`config.mk`:
```
export PLATFORM = sky130hd
export DESIGN_NAME = ppp_div
export DESIGN_NICKNAME = d
export VERILOG_FILES = /design/src/hw/rtl/ppp_div.sv
export SDC_FILE = /design/constraint.sdc
export NUM_CORES = 2
export LEC_CHECK = 0
export BUFFER_PORTS_ARGS = -buffer_cell sky130_fd_sc_hd__buf_4
export CORE_MARGIN = 2
export CORE_UTILIZATION = 64
export DETAILED_ROUTE_END_ITERATION = 6
export GPL_TIMING_DRIVEN = 0
export PLACE_DENSITY = 0.79
export SLEW_MARGIN = 20
export SYNTH_ARGS = -nofsm -noshare
export SYNTH_HDL_FRONTEND = slang
export SYNTH_SLANG_ARGS = --single-unit
```
`constraint.sdc`:
```
create_clock -name clk -period 4.8 [get_ports clk]
set_input_delay 0.48 -clock clk [delete_from_list [all_inputs] [get_ports clk]]
set_output_delay 0.48 -clock clk [all_outputs]
set_load 0.005 [all_outputs]
```
`src/hw/rtl/ppp_div.sv`:
```
// ----------------------------------------------------------------------------
// ppp_div
// Pipelined restoring divider, one quotient bit per stage, shared divisor.
// ----------------------------------------------------------------------------
module ppp_div #(
  parameter int unsigned N     = 32,
  parameter int unsigned D     = 31,
  parameter int unsigned LANES = 1,
  parameter int unsigned W     = 1
) (
  input  logic                        clk,
  input  logic                        rst,
  input  logic                        en,
  input  logic                        in_valid,
  input  logic [LANES-1:0][N-1:0]     dividend,
  input  logic [D-1:0]                divisor,
  input  logic [W-1:0]                side,
  output logic                        out_valid,
  output logic [LANES-1:0][N-1:0]     quotient,
  output logic [W-1:0]                side_out
);

  logic [LANES-1:0][D-1:0] rem  [0:N];
  logic [LANES-1:0][N-1:0] num  [0:N];
  logic [D-1:0]            dv   [0:N];
  logic [W-1:0]            sd   [0:N];
  logic                    vld  [0:N];

  assign rem[0] = '0;
  assign num[0] = dividend;
  assign dv[0]  = divisor;
  assign sd[0]  = side;
  assign vld[0] = in_valid;

  for (genvar k = 0; k < N; k++) begin : g_stage
    logic [LANES-1:0][D-1:0] rem_next;
    logic [LANES-1:0][N-1:0] num_next;

    for (genvar l = 0; l < LANES; l++) begin : g_lane
      logic [D:0] t;
      logic       ge;
      logic [D:0] diff;
      assign t    = {rem[k][l], num[k][l][N-1]};
      assign ge   = t >= {1'b0, dv[k]};
      assign diff = t - {1'b0, dv[k]};
      assign rem_next[l] = ge ? diff[D-1:0] : t[D-1:0];
      assign num_next[l] = {num[k][l][N-2:0], ge};
    end

    always_ff @(posedge clk) begin
      if (rst) begin
        vld[k+1] <= 1'b0;
      end else if (en) begin
        vld[k+1] <= vld[k];
      end
    end

    always_ff @(posedge clk) begin
      if (en) begin
        rem[k+1] <= rem_next;
        num[k+1] <= num_next;
        dv[k+1]  <= dv[k];
        sd[k+1]  <= sd[k];
      end
    end
  end

  assign out_valid = vld[N];
  assign quotient  = num[N];
  assign side_out  = sd[N];

endmodule

```
==> reports/results.txt <==
Seq/Total Area, Yosys: 0.598
Top cell type's share of synthesized area: 0.594
Port buffer count: 101
Clk buf depth: 4
Non-filler cells, final: 16200
GP Congestion: 0.958
Cell Area, Synth: 151000 um2
Pleak: 67.4 nW
Post-Synthesis Cells: 12300
Hold Crit Class: in -> reg
Largest family of logic cells by synthesized area: compound AO/OA/AOI/OAI gates
P&R area growth vs syn: 11.1%
Synth Area in Compound Gates: 0.128
Largest net degree at the start of global routing: 175
Drt wl/cell: 24.6 um
Synth Area in Adders: 0.0840
Power Dens Cells: 697 nW/um2
Crit path max fanout: 10
Vias in the first global route: 98500
Root buffer cell: clkbuf_16
Final Power: 117 mW
Top cells by area, synth: edfxtp_1 (59%), ha_1 (8.0%), a21oi_1 (3.0%)
Clock Latency Late Sink: 1.01 ns
# setup viols final: 11
Starting Density: 0.642
Total global routing overflow: 0
Avg Inst Size Synth: 12.3 um2
CP Launch Type: flop
Max_cap viols: 0
Final ANT Viol Nets: 0
Total Routing Usage GR: 0.326
Largest area contributor in the netlist: edfxtp_1
Final worst path period share: 1.09
FF/Latch Area: 90100 um2
Fill cells: 15600
CTS tree: done
Xor and xnor area share after synthesis: 0.0448
#FFs+latches synth: 3010
Pre-CTS WS: -0.661 ns
Final WL: 398000 um
Layout cells sized above 1: 0.0669
Asr flop ratio synth: 0
Library cells used by synthesis: 88
WP data arrival: 5.86 ns
Cts bufs inserted: 325
Status: finished with violations
Clock slew at reported path FFs: 0.08 ns
Initial antenna violation count: 18
Violated checks: DRC, setup timing
Final worst slack: -0.445 ns
Worst-Margin Slew: 1.38 ns
Worst Setup Path Type: reg -> reg
Vias per cell: 6.33
Die Span Y: 489 um
Worst hold margin: 0.0719 ns
Slew headroom: 0.0690
Worst-case vdd ir drop: 0.570 mV
Die Width: 489 um
# DRC: 643
Inst Count DP: 15600
Fmax: 191 MHz
CORE AREA: 235000 um2
Area of the multi-input gates: 55400 um2
First-pass GRT wire length: 595000 um
Commonest non-fill, non-tap cell in the layout: edfxtp_1
Initial DRC count: 13500
Syn Nets: 13300
Die area: 239000 um2
Post-layout util: 0.713
Post-synthesis simple-gate area fraction: 0.0814
CTS HTree Levels: 5
Yosys Warn Count: 0
Dpl hpwl: 276000 um
Worst setup EP type: flop
I/O pin total: 102
Top FF cell, synth: edfxtp_1
Fin nets: 13900
Fin. Hold Viols: 0
Rows: 178
Skew final: 0.126 ns
Sink Count: 3010
Drt pass-1 iters: 7
Routed via count: 103000
Min cycle time layout: 5.25 ns
Most frequent cells in the layout: edfxtp_1 (2978), inv_1 (1159), ha_1 (963), a21oi_1 (908), nand2_1 (833)
Reg2reg setup slack: -0.45 ns
Mux cell area share after synthesis: 0.0278
CP required: 5.41 ns
Post-synth EDFFs: 2978
Max Transition Viols Final: 0
power by group:
group / switching (mW) / internal [mW] / leakage [nW]
registers: 3.90 / 37.4 / 29.4
logic: 30.9 / 19.7 / 33.0
clock network: 10.5 / 14.3 / 5.02
per-stage QoR:
step	setup TNS, ns	instance area [um2]
after floorplan	0	151000
after global placement	-	155000
after detailed placement	-103.81	156000
after CTS	0	167000
after global routing	-0.251	167000
final	-1.54	167000
critical path, cell delays in order, from the launching register on:
cell,delay [ns]
edfxtp_1,0.46
inv_1,0.14
ha_1,0.31
fa_2,0.38
nor2b_1,0.13
o2111ai_1,0.33
nand3_1,0.20
and2_1,0.31
a211oi_4,0.41
a211o_1,0.26
a21oi_1,0.15
a31oi_4,0.29
clkbuf_1,0.94
o21ai_1,0.56
registers in the layout (all words and copies together) (netlist names):
| register | cells |
|---|---|
| g_stage.g_lane.t | 992 |
| side_out | 1 |
| g_stage.num_next | 961 |
| dv | 961 |
| out_valid | 1 |
| sd | 31 |
| vld | 31 |
| quotient | 32 |
synth_stat cells (all sizes together), types with 179 or more instances:
cell / number
inv: 1178
edfxtp: 2978
xnor2: 442
nor2: 654
a21o: 530
o21ai: 820
nand2: 834
ha: 963
clkbuf: 219
nand3: 179
a21oi: 925
mux2: 312
xor2: 329
metal layers:
| metal | up-vias | global-route usage | part of all wire |
|---|---|---|---|
| li1 | 46400 | - | - |
| met1 | 49200 | 0.447 | 0.41 |
| met2 | 5591 | 0.499 | 0.45 |
| met3 | 1338 | 0.0687 | 0.088 |
| met4 | 8 | 0.157 | 0.058 |
| met5 | - | 0.00342 | 0.00037 |
kinds of logic after synthesis:
group | after synthesis
AO/OA/AOI/OAI | 3109
XOR/XNOR | 771
adder cells (fa/ha/maj) | 993
buffers and inverters | 1431
flip-flops | 3010
multiplexers | 376
AND/OR/NAND/NOR | 2588
timing repair:
| item | 4_1_cts | 5_1_grt |
|---|---|---|
| hold buffers | 69 | 0 |
| resized for setup | 39 | 90 |
| hold endpoints to repair | 108 | 0 |
| endpoints found under the setup margin | 338 | 529 |
| pin swaps | 0 | 1 |
| setup buffers | 1 | 2 |
| cloned | 0 | 1 |
layout make-up:
class,instances,share of cell area
Tap cell,3150,0.0235
Multi-Input combinational cell,7837,0.331
Buffer,253,0.00643
Sequential cell,3010,0.538
Antenna cell,9,0.000135
Timing Repair Buffer,199,0.0131
Clock buffer,369,0.0501
Inverter,1178,0.0264
Clock inverter,194,0.0115
final timing paths:
check,from,to,cells after the start
worst max-delay path,g_stage[10].g_lane[0].t[0]$_DFFE_PP_,g_stage[11].g_lane[0].t[5]$_DFFE_PP_,13
worst min-delay path,dividend[31],g_stage[1].g_lane[0].t[1]$_DFFE_PP_,3
worst max register to register,g_stage[10].g_lane[0].t[0]$_DFFE_PP_,g_stage[11].g_lane[0].t[5]$_DFFE_PP_,13
worst min register to register,g_stage[1].num_next[24]$_DFFE_PP_,g_stage[2].num_next[25]$_DFFE_PP_,0
No activity file was read; power rests on OpenSTA's default activity.
